File: src/rtl/carp_pkg.sv
// shared types, codes and helper function of the chord arpeggiator
package carp_pkg;

   localparam int NOTE_FIELDS = 8;
   localparam int NOTE_W      = 7;
   localparam int COUNT_W     = 4;
   localparam int POS_W       = 3;
   localparam int RAND_W      = 32;
   localparam int DIV_BITS    = 8;
   localparam int DIV_STEPS   = RAND_W / DIV_BITS;
   localparam int DIV_CNT_W   = $clog2(DIV_STEPS);

   localparam logic [RAND_W-1:0] DEFAULT_SEED = 32'h9e37_79b9;
   localparam logic [NOTE_W-1:0] RESET_NOTE   = 7'd60;

   localparam logic [1:0] ACT_STEP    = 2'd0;
   localparam logic [1:0] ACT_CHORD   = 2'd1;
   localparam logic [1:0] ACT_RESTART = 2'd2;

   localparam logic [2:0] PAT_UP     = 3'd0;
   localparam logic [2:0] PAT_DOWN   = 3'd1;
   localparam logic [2:0] PAT_UPDOWN = 3'd2;
   localparam logic [2:0] PAT_RANDOM = 3'd3;
   localparam logic [2:0] PAT_STRUM  = 3'd4;

   localparam logic CSR_PATTERN = 1'b0;
   localparam logic CSR_SEED    = 1'b1;

   typedef logic [NOTE_W-1:0] note_type;

   typedef struct packed {
      logic capture;
      logic restart;
      logic clear_strum;
      logic rand_start;
      logic div_step;
      logic emit;
   } cmd_type;

   typedef struct packed {
      logic [1:0] action;
      logic       rand_sel;
      logic       out_busy;
   } status_type;

   function automatic logic [RAND_W-1:0] xorshift_next(input logic [RAND_W-1:0] x_in);
      logic [RAND_W-1:0] x;
      x = x_in;
      x = x ^ (x << 13);
      x = x ^ (x >> 17);
      x = x ^ (x << 5);
      return x;
   endfunction

endpackage

File: src/rtl/carp_ctrl.sv
// controller state machine of the chord arpeggiator
module carp_ctrl (
   input  logic                 clock,
   input  logic                 reset,
   input  logic                 req_valid,
   output logic                 req_ready,
   input  carp_pkg::status_type status,
   output carp_pkg::cmd_type    cmd
);

   typedef enum logic [1:0] {
      ST_IDLE,
      ST_DECODE,
      ST_DIV,
      ST_EMIT
   } state_type;

   state_type                        state_ff, state_in;
   logic [carp_pkg::DIV_CNT_W-1:0]   count_ff, count_in;

   always_comb begin
      cmd       = '0;
      state_in  = state_ff;
      count_in  = count_ff;
      req_ready = (state_ff == ST_IDLE);
      unique case (state_ff)
         ST_IDLE: begin
            if (req_valid) begin
               cmd.capture = 1'b1;
               state_in    = ST_DECODE;
            end
         end
         ST_DECODE: begin
            unique case (status.action)
               carp_pkg::ACT_STEP: begin
                  if (status.rand_sel) begin
                     cmd.rand_start = 1'b1;
                     count_in       = '0;
                     state_in       = ST_DIV;
                  end else begin
                     state_in = ST_EMIT;
                  end
               end
               carp_pkg::ACT_CHORD: begin
                  cmd.clear_strum = 1'b1;
                  state_in        = ST_IDLE;
               end
               carp_pkg::ACT_RESTART: begin
                  cmd.restart = 1'b1;
                  state_in    = ST_IDLE;
               end
               default: begin
                  state_in = ST_IDLE;
               end
            endcase
         end
         ST_DIV: begin
            cmd.div_step = 1'b1;
            count_in     = count_ff + 1'b1;
            if (count_ff == carp_pkg::DIV_CNT_W'(carp_pkg::DIV_STEPS - 1)) begin
               state_in = ST_EMIT;
            end
         end
         ST_EMIT: begin
            if (!status.out_busy) begin
               cmd.emit = 1'b1;
               state_in = ST_IDLE;
            end
         end
         default: begin
            state_in = ST_IDLE;
         end
      endcase
   end

   always_ff @(posedge clock) begin
      if (reset) begin
         state_ff <= ST_IDLE;
         count_ff <= '0;
      end else begin
         state_ff <= state_in;
         count_ff <= count_in;
      end
   end

`ifndef SYNTHESIS
   a_div_follows_seed_draw: assert property (@(posedge clock) disable iff (reset)
      cmd.rand_start |=> cmd.div_step)
      else $error("division did not start after generator draw");
   a_capture_on_transfer: assert property (@(posedge clock) disable iff (reset)
      cmd.capture |-> (req_valid && req_ready))
      else $error("capture without request transfer");
   a_idle_after_emit: assert property (@(posedge clock) disable iff (reset)
      cmd.emit |=> req_ready)
      else $error("controller not idle after emit");
`endif

endmodule

File: src/rtl/carp_datapath.sv
// datapath of the chord arpeggiator: item capture, motion state, remainder unit, output register
module carp_datapath #(
   parameter int MAX_NOTES = 8
) (
   input  logic                 clock,
   input  logic                 reset,
   input  carp_pkg::cmd_type    cmd,
   output carp_pkg::status_type status,
   input  logic [1:0]           req_action,
   input  logic [3:0]           req_note_count,
   input  carp_pkg::note_type   req_notes [carp_pkg::NOTE_FIELDS],
   input  logic                 csr_write,
   input  logic                 csr_index,
   input  logic [31:0]          csr_wdata,
   output logic                 rsp_valid,
   input  logic                 rsp_ready,
   output carp_pkg::note_type   rsp_played_note
);

   localparam int LIMIT = (MAX_NOTES < carp_pkg::NOTE_FIELDS) ?
                          MAX_NOTES : carp_pkg::NOTE_FIELDS;
   localparam logic [carp_pkg::COUNT_W-1:0] LIMIT_C = carp_pkg::COUNT_W'(LIMIT);

   // captured item
   logic [1:0]                       action_ff;
   logic [carp_pkg::COUNT_W-1:0]     count_ff;
   carp_pkg::note_type               notes_ff [carp_pkg::NOTE_FIELDS];

   // block state
   logic [2:0]                       pattern_ff;
   logic [carp_pkg::RAND_W-1:0]      seed_ff;
   logic [carp_pkg::RAND_W-1:0]      rand_state_ff;
   logic [carp_pkg::POS_W-1:0]       position_ff;
   logic                             direction_down_ff;
   logic [carp_pkg::COUNT_W-1:0]     strum_ff;
   carp_pkg::note_type               previous_note_ff;

   // remainder unit
   logic [carp_pkg::RAND_W-1:0]      dividend_ff;
   logic [carp_pkg::POS_W-1:0]       rem_ff, rem_in;

   logic                             rsp_valid_ff;
   carp_pkg::note_type               rsp_note_ff;

   logic [carp_pkg::RAND_W-1:0]      rand_next;
   logic [2:0]                       pattern_sat;
   logic                             empty;

   logic [carp_pkg::COUNT_W-1:0]     base;
   logic [carp_pkg::COUNT_W-1:0]     idx;
   logic [carp_pkg::COUNT_W-1:0]     position_in;
   logic                             direction_down_in;
   logic [carp_pkg::COUNT_W-1:0]     strum_in;
   carp_pkg::note_type               note_sel;
   logic [carp_pkg::COUNT_W-1:0]     trial;

   assign empty     = (count_ff == '0);
   assign rand_next = carp_pkg::xorshift_next(rand_state_ff);
   assign pattern_sat = (csr_wdata[2:0] > carp_pkg::PAT_STRUM) ?
                        carp_pkg::PAT_STRUM : csr_wdata[2:0];

   assign status.action   = action_ff;
   assign status.rand_sel = (pattern_ff == carp_pkg::PAT_RANDOM) && !empty;
   assign status.out_busy = rsp_valid_ff && !rsp_ready;

   // eight restoring steps per cycle, divisor at most eight
   always_comb begin
      rem_in = rem_ff;
      trial  = '0;
      for (int i = 0; i < carp_pkg::DIV_BITS; i++) begin
         trial = {rem_in, dividend_ff[carp_pkg::RAND_W-1-i]};
         if (trial >= count_ff) begin
            trial = trial - count_ff;
         end
         rem_in = trial[carp_pkg::POS_W-1:0];
      end
   end

   // note selection and next motion state
   always_comb begin
      base              = {1'b0, position_ff};
      idx               = '0;
      position_in       = {1'b0, position_ff};
      direction_down_in = direction_down_ff;
      strum_in          = strum_ff;
      case (pattern_ff)
         carp_pkg::PAT_DOWN: begin
            base        = (base >= count_ff) ? '0 : base;
            idx         = count_ff - 1'b1 - base;
            position_in = (base + 1'b1 == count_ff) ? '0 : base + 1'b1;
         end
         carp_pkg::PAT_UPDOWN: begin
            base        = (base >= count_ff) ? count_ff - 1'b1 : base;
            idx         = base;
            position_in = base;
            if (count_ff > 4'd1) begin
               if (direction_down_ff) begin
                  if (base <= 4'd1) begin
                     position_in       = '0;
                     direction_down_in = 1'b0;
                  end else begin
                     position_in = base - 1'b1;
                  end
               end else if (base + 1'b1 >= count_ff - 1'b1) begin
                  position_in       = count_ff - 1'b1;
                  direction_down_in = 1'b1;
               end else begin
                  position_in = base + 1'b1;
               end
            end
         end
         carp_pkg::PAT_RANDOM: begin
            idx         = {1'b0, rem_ff};
            position_in = {1'b0, rem_ff};
         end
         carp_pkg::PAT_STRUM: begin
            if (strum_ff < count_ff) begin
               idx      = strum_ff;
               strum_in = strum_ff + 1'b1;
            end else begin
               idx = '0;
            end
         end
         default: begin
            base        = (base >= count_ff) ? '0 : base;
            idx         = base;
            position_in = (base + 1'b1 == count_ff) ? '0 : base + 1'b1;
         end
      endcase
      note_sel = notes_ff[idx[carp_pkg::POS_W-1:0]];
   end

   // control and state registers
   always_ff @(posedge clock) begin
      if (reset) begin
         pattern_ff        <= carp_pkg::PAT_UP;
         seed_ff           <= carp_pkg::DEFAULT_SEED;
         rand_state_ff     <= carp_pkg::DEFAULT_SEED;
         position_ff       <= '0;
         direction_down_ff <= 1'b0;
         strum_ff          <= '0;
         previous_note_ff  <= carp_pkg::RESET_NOTE;
         rsp_valid_ff      <= 1'b0;
      end else begin
         if (cmd.emit) begin
            rsp_valid_ff <= 1'b1;
         end else if (rsp_ready) begin
            rsp_valid_ff <= 1'b0;
         end
         if (csr_write && csr_index == carp_pkg::CSR_SEED) begin
            seed_ff <= csr_wdata;
         end
         if (csr_write && csr_index == carp_pkg::CSR_PATTERN && pattern_sat != pattern_ff) begin
            pattern_ff        <= pattern_sat;
            position_ff       <= '0;
            direction_down_ff <= 1'b0;
            strum_ff          <= '0;
         end else if (cmd.restart) begin
            rand_state_ff     <= (seed_ff == '0) ? carp_pkg::DEFAULT_SEED : seed_ff;
            position_ff       <= '0;
            direction_down_ff <= 1'b0;
            strum_ff          <= '0;
            previous_note_ff  <= carp_pkg::RESET_NOTE;
         end else if (cmd.clear_strum) begin
            strum_ff <= '0;
         end else if (cmd.rand_start) begin
            rand_state_ff <= rand_next;
         end else if (cmd.emit && !empty) begin
            position_ff       <= position_in[carp_pkg::POS_W-1:0];
            direction_down_ff <= direction_down_in;
            strum_ff          <= strum_in;
            previous_note_ff  <= note_sel;
         end
      end
   end

   // payload registers
   always_ff @(posedge clock) begin
      if (cmd.capture) begin
         action_ff <= req_action;
         count_ff  <= (req_note_count > LIMIT_C) ? LIMIT_C : req_note_count;
         for (int i = 0; i < carp_pkg::NOTE_FIELDS; i++) begin
            notes_ff[i] <= req_notes[i];
         end
      end
      if (cmd.rand_start) begin
         dividend_ff <= rand_next;
         rem_ff      <= '0;
      end else if (cmd.div_step) begin
         dividend_ff <= dividend_ff << carp_pkg::DIV_BITS;
         rem_ff      <= rem_in;
      end
      if (cmd.emit) begin
         rsp_note_ff <= empty ? previous_note_ff : note_sel;
      end
   end

   assign rsp_valid       = rsp_valid_ff;
   assign rsp_played_note = rsp_note_ff;

`ifndef SYNTHESIS
   a_rem_below_count: assert property (@(posedge clock) disable iff (reset)
      (cmd.emit && status.rand_sel) |-> (rem_ff < count_ff))
      else $error("random remainder not below note count");
   a_position_bound: assert property (@(posedge clock) disable iff (reset)
      ({1'b0, position_ff} < LIMIT_C))
      else $error("position beyond chord limit");
   a_rand_nonzero: assert property (@(posedge clock) disable iff (reset)
      (rand_state_ff != '0))
      else $error("generator state reached zero");
   a_emit_when_free: assert property (@(posedge clock) disable iff (reset)
      cmd.emit |-> !(rsp_valid_ff && !rsp_ready))
      else $error("result overwritten before transfer");
`endif

endmodule

File: src/rtl/chord_arpeggiator.sv
// Chord arpeggiator top level. One item is taken at a time: a request transfer
// is accepted only when the controller is idle. A chord change, restart or
// unused action passes accept and decode. A step in the up, down, up-down or
// strum pattern, or any step with an empty chord, passes accept, decode and
// emit; a random step also passes the division state, where the remainder
// unit works through the 32-bit generator value eight bits per cycle. A finished
// result waits in the output register while the next request is accepted; emit
// stalls only if a previous result is still not transferred. A pattern write
// that changes the pattern resets the motion state; a seed is used only on restart.
module chord_arpeggiator #(
   parameter int MAX_NOTES = 8
) (
   input  logic        clock,
   input  logic        reset,
   input  logic        req_valid,
   output logic        req_ready,
   input  logic [1:0]  req_action,
   input  logic [3:0]  req_note_count,
   input  logic [6:0]  req_note_a,
   input  logic [6:0]  req_note_b,
   input  logic [6:0]  req_note_c,
   input  logic [6:0]  req_note_d,
   input  logic [6:0]  req_note_e,
   input  logic [6:0]  req_note_f,
   input  logic [6:0]  req_note_g,
   input  logic [6:0]  req_note_h,
   output logic        rsp_valid,
   input  logic        rsp_ready,
   output logic [6:0]  rsp_played_note,
   input  logic        csr_write,
   input  logic        csr_index,
   input  logic [31:0] csr_wdata
);

   carp_pkg::cmd_type    cmd;
   carp_pkg::status_type status;
   carp_pkg::note_type   req_notes [carp_pkg::NOTE_FIELDS];

   assign req_notes[0] = req_note_a;
   assign req_notes[1] = req_note_b;
   assign req_notes[2] = req_note_c;
   assign req_notes[3] = req_note_d;
   assign req_notes[4] = req_note_e;
   assign req_notes[5] = req_note_f;
   assign req_notes[6] = req_note_g;
   assign req_notes[7] = req_note_h;

   carp_ctrl u_ctrl (
      .clock     (clock),
      .reset     (reset),
      .req_valid (req_valid),
      .req_ready (req_ready),
      .status    (status),
      .cmd       (cmd)
   );

   carp_datapath #(
      .MAX_NOTES (MAX_NOTES)
   ) u_datapath (
      .clock           (clock),
      .reset           (reset),
      .cmd             (cmd),
      .status          (status),
      .req_action      (req_action),
      .req_note_count  (req_note_count),
      .req_notes       (req_notes),
      .csr_write       (csr_write),
      .csr_index       (csr_index),
      .csr_wdata       (csr_wdata),
      .rsp_valid       (rsp_valid),
      .rsp_ready       (rsp_ready),
      .rsp_played_note (rsp_played_note)
   );

endmodule
File: config.mk
export PLATFORM = sky130hd
export DESIGN_NAME = chord_arpeggiator
export DESIGN_NICKNAME = d
export VERILOG_FILES = /design/src/rtl/carp_pkg.sv /design/src/rtl/carp_ctrl.sv /design/src/rtl/carp_datapath.sv /design/src/rtl/chord_arpeggiator.sv
export SDC_FILE = /design/constraint.sdc
export NUM_CORES = 1
export LEC_CHECK = 0
export BUFFER_PORTS_ARGS = -buffer_cell sky130_fd_sc_hd__buf_2
export CAP_MARGIN = 20
export CORE_MARGIN = 4
export CORE_UTILIZATION = 50
export DETAILED_ROUTE_END_ITERATION = 12
export PLACE_DENSITY_LB_ADDON = 0.2
export SYNTH_ARGS = -nofsm -noshare
export SYNTH_HDL_FRONTEND = slang
export SYNTH_SLANG_ARGS = --single-unit
File: constraint.sdc
create_clock -name clock -period 13.2 [get_ports clock]
set_clock_uncertainty 0.1 [all_clocks]
set_input_delay 2.64 -clock clock [delete_from_list [all_inputs] [get_ports clock]]
set_output_delay 2.64 -clock clock [all_outputs]
set_load 0.05 [all_outputs]
==> impl_summary.md, run 1 <==
Cells and area
The storage element area is 4830 sq um. The antenna diode count is 0. The area growth from synthesis to final layout is 14.2%. The net count of the finished layout is 1224. The number of inserted filler cells in the final layout is 1680. In the final layout, the share of cells above drive strength 1 is 0.190. The multi-input combinational cells in the finished layout cover a total of between 4000 and 5000 sq um.

Clocking
The number of levels in the clock H-tree is 4. The clock-pin slew of the registers on the worst-case setup and hold paths is 0.08 ns. The clock root buffer is sky130_fd_sc_hd__clkbuf_16. The number of buffers between clock root and the deepest sink is 2. TritonCTS built the clock tree.

The CTS sink count is between 150 and 200. Clock tree synthesis inserted a total of 17 buffers. For the worst-skew pair, the clock arrives at the later sink with an insertion delay of 0.43 ns.

Timing
The final hold violation count came to 0. The worst pin sits at a relative slew slack of 0.363. Once routing completed, OpenROAD measured the worst setup slack at 1.16 ns. The count of endpoints failing setup in the final report is 0. Timing would allow up to 0.0831 GHz. The transition time at the pin with the least slew margin is 0.956 ns. Summed over all failing endpoints, the final setup total negative slack is 0 ns.

The final critical delay including setup and external delays is 12.04 ns. Of the available clock period, the critical path in the final layout requires 0.912. The final count of pins violating max slew came to 0. Setup repair after global routing left no endpoint under its margin.

Critical path
The type of the setup path with the least slack is register to register. At the worst endpoint, the arrival time is 12.24 ns. The depth of the most critical reg-to-reg path is 60. The delay of the slowest cell on the worst path is 0.70 ns.

The largest individual stage delay along the critical path comes from the cell sky130_fd_sc_hd__edfxtp_1. The worst setup path is launched from a register. The data required time of the worst path is 13.40 ns. The endpoint identified for the worst register-to-register timing path is u_datapath.rem_ff[1]. Setup slack on the worst reg-to-reg path comes out at 1.16 ns. The cell repeated most along the worst path is sky130_fd_sc_hd__a21oi_1. The maximum net fanout on the critical path is 9. The source of the worst register-to-register timing path is u_datapath.count_ff[1]. The element type at the critical path end is a register.

Floorplanning
Measured along the y axis, the die boundary spans between 150 and 200 microns. After floorplanning, the core was sized to cover between 15000 and 20000 sq um. The die covers 22600 sq um.

The width of the chip is 150 microns. The number of top-level design ports is between 100 and 150. The number of placement rows is 51.

For this configuration, the core starts out at a cell density of 0.514.

Synth
The average instance in the mapped netlist occupies 10.5 sq um. Synthesis produced 969 cells. After synthesis the netlist holds a flip-flop and latch count of 191.

During synthesis, Yosys emitted a total of 0 warnings. The area share of the largest cell type after synthesis is 0.299. The post-synthesis sequential area ratio is 0.477. Of all cell types, the one taking the most synthesized area is sky130_fd_sc_hd__edfxtp_1. For this run, asynchronously set or reset flops after synthesis account for 0. Yosys mapped a number of flops with a built-in enable equal to 101. The most used flip-flop cell after synthesis is sky130_fd_sc_hd__edfxtp_1. Ranked by total cell area, the synthesized netlist is headed by sky130_fd_sc_hd__edfxtp_1, sky130_fd_sc_hd__dfxtp_1, sky130_fd_sc_hd__ha_1, sky130_fd_sc_hd__nand2_1, sky130_fd_sc_hd__xnor2_1. The post-synth net total is approximately 1100. The number of distinct library cells after synthesis is between 60 and 70.

The synthesized area is 10100 sq um.

Route
For this run, design rule violations remaining after detail routing come to 0. The number of DRC violations after detailed-routing iteration 0 is 524. Using the TritonRoute via totals, the vias-per-cell ratio works out to 5.57. The first TritonRoute pass finished after 5 iterations. The final routed wire length divided by cell count is ~17 microns. Summed over all layers, the routed wires come to around 23000 microns.

Once detail routing completed, the nets flagged for antenna violations numbered 0. The via count of the routed design is 7476.

Global route
The number of global-route vias before repair is 7077. The number of antenna violations at the first check in global routing was 0. For this run the aggregate overflow at the end of global routing stands at 0. Entering global routing, the biggest net connects 63 pins. The global-route wire length before repair is 37300 microns. In the global route stage, overall resource usage came out at 0.210.

Placement
At the end of routability-driven placement, the weighted congestion stood at ~0.84. The sum of net half-perimeters after detailed placement is 17200 microns. Prior to clock tree synthesis, the placed netlist has a worst setup slack of 0.904 ns.

The number of input and output port buffers inserted is 108.

Power and ir drop
Dividing total power by cell area gives a power density of a little under 200 nW/um^2. Summed over all cells, the static leakage comes to 0.00470 uW. The largest voltage drop on the vdd net is 0.189 mV.

Worst hold path
The end point of the most critical hold path is u_datapath.previous_note_ff[6]. The worst hold path belongs to the class register to register. The worst hold path was traced through 2 stages. The startpoint identified for the worst hold timing path is u_datapath.previous_note_ff[6].

Job
Across the run, the number of max-cap violations was 0.

Outcome
The run finished with clean final reports.
[state kept, by name, summed over array words and instances, names as in the netlist, 3 cells and up, named ones only]
| name | flops |
|---|---|
| u_datapath.notes_ff | 56 |
| u_datapath.dividend_ff | 32 |
| u_datapath.rand_state_ff | 32 |
| u_datapath.seed_ff | 32 |
| u_datapath.previous_note_ff | 7 |
| u_datapath.rsp_played_note | 7 |
| u_datapath.count_ff | 4 |
| u_datapath.strum_ff | 4 |
| u_datapath.pattern_ff | 3 |
| u_datapath.position_ff | 3 |
| u_datapath.rem_ff | 3 |
[cells in the mapped netlist (all sizes together) (18+ instances only)]
cell    count
mux2i      18
ha         51
o21ai      33
nand3      43
edfxtp    101
nor2       66
mux2       19
inv        38
a21oi      54
nand2     134
xnor2      55
clkbuf     42
xor2       33
dfxtp      90
[how the worst max path moves through the flow]
stage	start	end	slack [ns]
2_1_floorplan	u_datapath.count_ff[0]	u_datapath.rem_ff[1]	2.25
3_3_place_gp	u_datapath.count_ff[1]	u_datapath.rem_ff[1]	1.31
3_5_place_dp	u_datapath.count_ff[1]	u_datapath.rem_ff[1]	0.90
4_1_cts	u_datapath.count_ff[1]	u_datapath.rem_ff[1]	0.86
5_1_grt	u_datapath.count_ff[1]	u_datapath.rem_ff[2]	0.07
6_report	u_datapath.count_ff[1]	u_datapath.rem_ff[1]	1.16
[routing by layer]
metal | global-route usage | wire [microns] | vias up
li1 | - | - | 3689
met1 | 0.306 | 11300 | 3585
met2 | 0.322 | 10900 | 179
met3 | 0.0340 | 931 | 23
met4 | 0.0613 | 285 | 0
met5 | 0 | 0 | -
[power by group]
part           internal [uW]  switching (uW)
clock                    290             244
combinational            503             563
sequential               659            24.9
total                   1450             832
[critical path, delay by kind of cell (launching register included)]
kind | cells | cell delay, ns
compound gates | 25 | 6.05
mux | 2 | 0.65
simple gates | 17 | 1.04
flops | 1 | 0.70
fa+ha+maj | 8 | 2.45
buf+inv | 8 | 0.89
[repair_timing]
item	in CTS	in global routing
setup endpoints to repair	0	3
resized for setup	0	1
hold buffers	0	0
buffers inserted	0	4
[layout make-up]
class                   count  area share
clock buffers              17      0.0368
clock inverters            15      0.0161
inverters                  39      0.0130
multi-input cells         694       0.431
flip-flops and latches    191       0.418
well taps                 265      0.0287
repair buffers            121      0.0569
[cell families after synthesis]
logic type      Yosys count  synth area share
compound gates          183             0.126
xor+xnor                 88            0.0768
fa+ha+maj                60            0.0807
buf+inv                  84            0.0313
flops                   191             0.477
mux                      51            0.0700
simple gates            312             0.138
[layout by cell type, fill, tap and decap left out, types with 10 or more instances in the layout]
cell,instances
sky130_fd_sc_hd__clkbuf_16,17
sky130_fd_sc_hd__a21oi_1,54
sky130_fd_sc_hd__nor4_1,10
sky130_fd_sc_hd__xor2_1,33
sky130_fd_sc_hd__edfxtp_1,101
sky130_fd_sc_hd__nor3_1,15
sky130_fd_sc_hd__dfxtp_1,90
sky130_fd_sc_hd__o21ai_0,30
sky130_fd_sc_hd__nand2_1,134
sky130_fd_sc_hd__buf_4,12
sky130_fd_sc_hd__a221oi_1,10
sky130_fd_sc_hd__mux2i_1,18
sky130_fd_sc_hd__buf_2,108
sky130_fd_sc_hd__o221ai_1,12
sky130_fd_sc_hd__a21o_1,12
sky130_fd_sc_hd__nand3_1,43
sky130_fd_sc_hd__a211oi_1,13
sky130_fd_sc_hd__ha_1,51
sky130_fd_sc_hd__nor2_1,66
sky130_fd_sc_hd__mux4_2,14
sky130_fd_sc_hd__inv_1,37
sky130_fd_sc_hd__mux2_2,19
sky130_fd_sc_hd__xnor2_1,54
[metrics by stage]
| stage | hold WS (ns) | total power [uW] | instances | util | instance area [sq um] |
|---|---|---|---|---|---|
| after floorplan | 0.326 | 1550 | 969 | - | 10100 |
| after global placement | 0.338 | 1710 | 1304 | 0.552 | 10900 |
| after detailed placement | 0.348 | 1760 | 1305 | 0.553 | 10900 |
| after CTS | 0.378 | 2300 | 1337 | 0.584 | 11500 |
| after global routing | 0.391 | 2450 | 1342 | 0.587 | 11600 |
| final | 0.370 | 2280 | 1342 | 0.587 | 11600 |
No activity file was read; power rests on OpenSTA's default activity.
==> inputs of run 2 (changes only) <==
CORE_UTILIZATION = 59   (was 50)
clock period = 12.9 ns   (was 13.2 ns; I/O delays follow)
==> run 2 against run 1 <==
  * Sequential share of layout area is 0.23 points higher
  * Final area decreased by 0.54%
  * Die area decreased by 14%
  * Combinational power about the same
  * Critical path type unchanged
  * Largest power group unchanged
==> impl_summary.md, run 2 (synthesis results as in run 1) <==
Critical path
The maximum net fanout on the critical path is 5 (-4). The startpoint identified for the worst register-to-register timing path is u_datapath.dividend_ff[31]. The data required time of the worst path was 13.11 ns (-0.29 ns). The arrival time reported for the critical path endpoint is 12.04 ns (-0.20 ns). STA classifies the critical path endpoint as a register. The critical path's slowest cell is sky130_fd_sc_hd__fa_1.

The start point of the critical path is u_datapath.dividend_ff[31]. The critical path ends at u_datapath.rem_ff[1]. The type of the setup path with the least slack is register to register. The delay of the slowest cell on the worst path came to 0.50 ns (-0.20 ns). The endpoint identified for the worst register-to-register timing path is u_datapath.rem_ff[1]. The setup slack on the worst flop-to-flop path is 1.07 ns (-0.09 ns). The cell repeated most along the worst path is sky130_fd_sc_hd__a21oi_1. The kind of start point of the critical path is a register. The depth of the most critical reg-to-reg path is 61 (+1.7%).

Timing
The transition time at the pin with the least slew margin is 0.922 ns (-0.0337 ns). The final count of pins violating max slew came to 0 (unchanged). The final hold violation count is 0 (unchanged). The worst setup margin is 1.07 ns (-0.0928 ns). The portion of the clock cycle consumed by the worst path in the final layout is 0.917 (+0.00514). The maximum frequency from static timing analysis came to 0.0845 GHz (+1.8%).

Setup repair after global routing left no endpoint under its margin. The final critical delay including setup and external delays is 11.83 ns (-0.207 ns). The count of endpoints failing setup in the final report is 0 (unchanged). The headroom to the max-slew limit is 0.385 (+0.0224).

The setup total negative slack is 0 ns (unchanged).

Global route
The total congestion overflow is 0 (unchanged). The total track usage is 0.242 (+0.0319). The global-route wire length before repair was 37900 microns (+1.7%). The number of antenna violations at the first check in global routing came to 0 (unchanged). The maximum number of pins on one net before global-route repair was 63 (unchanged). The number of global-route vias before repair was 7411 (+4.7%).

Cells and area
The flip-flop count of the largest register, all copies and words added came to 56 (unchanged). The net count of the finished layout is 1225 (+0.082%). The share of the core filled with cells is 0.689 (+0.102). The area growth from synthesis to final layout is 13.5%. The antenna diode count is 0 (unchanged). The fraction of final layout cells with drive strength greater than 1 came to 0.191 (+0.000751). The top register by number of flip-flops is u_datapath.notes_ff.

The most common library cell in the layout ignoring fill and taps is sky130_fd_sc_hd__nand2_1. The top cell types in the final layout, fill and taps aside, are sky130_fd_sc_hd__nand2_1, sky130_fd_sc_hd__buf_2, sky130_fd_sc_hd__edfxtp_1, sky130_fd_sc_hd__dfxtp_1, sky130_fd_sc_hd__nor2_1.

Clocking
The hold buffer count at CTS is 0 (unchanged). The clock latency of the later-clocked register in the worst-skew pair is 0.44 ns (about the same). The clock buffer count from CTS is 17 (unchanged).

The number of buffers between clock root and the deepest sink is 2 (unchanged). The CTS sink count is 191 (unchanged). The clock-pin slew of the registers on the worst-case setup and hold paths is 0.07 ns (about the same).

The cell sitting at the root of the clock tree is a sky130_fd_sc_hd__clkbuf_16. TritonCTS built the clock tree. The number of levels in the clock H-tree was 4 (unchanged).

Job
The number of max-capacitance violations reported came to 0 (unchanged).

Route
The via count of the routed design was 7568 (+1.2%). The per-cell via count in the routed design was 5.83 (+4.7%). The final antenna-violating net count came to 0 (unchanged). The final routed wire length divided by cell count came to 17.8 microns (+2.1%).

The number of DRC violations after detailed-routing iteration 0 is 674 (+29%). The overall routed net length is 23200 microns (-1.3%). The number of remaining DRC errors was 0 (unchanged). The detailed-routing iteration count for the pre-antenna-repair pass is 6 (+1).

Floorplanning
The width of the chip was 139 microns (-7.5%). The number of top-level design ports is 109 (unchanged). The number of placement rows is 47 (-7.8%). The floorplan die height was 139 microns (-7.5%). The placeable core region is 16700 sq um (-15%). The total die area came to 19300 sq um (-14%).

The initial standard-cell utilization of the core came to 0.607 (+0.0929).

Worst hold path
The type of the tightest min-delay check is register to register.

Placement
The pre-CTS worst setup slack is 0.774 ns (-0.130 ns). The number of input and output port buffers inserted came to 108 (unchanged). The last weighted congestion value of the routability-driven placer came to 0.905 (+7.4%).

The sum of net half-perimeters after detailed placement is 16700 microns (-2.7%).

Power and ir drop
The largest voltage drop on the vdd net is 0.245 mV (+30%). The power density over the cells was 200 nW/um^2 (+1.4%). The total design power is 2300 uW (+0.86%). The static leakage is 0.00470 uW (about the same).

Outcome
The flow ran to the end, and the final reports show no timing, DRC or antenna violations.
## run 2: layout make-up
type	count	area, sq um
fillers	1273	5190
multi-input cells	694	4990
flip-flops and latches	191	4830
repair buffers	122	669
clock buffers	17	425
well taps	220	275
clock inverters	15	169
inverters	39	150
## run 2: metrics by stage
stage	hold WS, ns	area (sq um)	cells
CTS	0.359	11400	1293
global route	0.391	11500	1298
floorplan	0.326	10100	969
detailed placement	0.341	10900	1261
global placement	0.341	10800	1260
finish	0.366	11500	1298
## run 2: routing by layer
layer,GRT usage,wire length (microns),vias up
li1,-,-,3694
met1,0.338,10400,3614
met2,0.387,11000,231
met3,0.0414,1440,29
met4,0.0762,359,0
met5,0,0,-
## run 2: what timing repair did
item	in CTS	in global routing
resized for setup	0	1
buffers inserted	0	3
endpoints found under the setup margin	0	3
## run 2: worst max-delay path, delay by kind of cell, from the launching register on
kind,cells,cell delay (ns)
AO/OA/AOI/OAI,25,6.11
adder cells (fa/ha/maj),9,2.77
AND/OR/NAND/NOR,17,1.08
multiplexers,2,0.64
buffers and inverters,8,0.62
flip-flops,1,0.42
## run 2: report_power, final
part           internal, uW  switching (uW)  total, uW
registers               675            25.1        700
logic                   511             566       1080
clock network           277             250        527
total                  1460             841       2300
## run 2: worst min path at each step
stage | startpoint | end | slack (ns) | cells past startpoint
6_report | u_datapath.previous_note_ff[6] | u_datapath.previous_note_ff[6] | 0.37 | 2
4_1_cts | u_datapath.previous_note_ff[6] | u_datapath.previous_note_ff[6] | 0.36 | 2
5_1_grt | u_datapath.previous_note_ff[6] | u_datapath.previous_note_ff[6] | 0.39 | 2
3_5_place_dp | u_datapath.previous_note_ff[6] | u_datapath.previous_note_ff[6] | 0.34 | 2
2_1_floorplan | u_datapath.previous_note_ff[0] | u_datapath.previous_note_ff[0] | 0.33 | 2
3_3_place_gp | u_datapath.previous_note_ff[6] | u_datapath.previous_note_ff[6] | 0.34 | 2
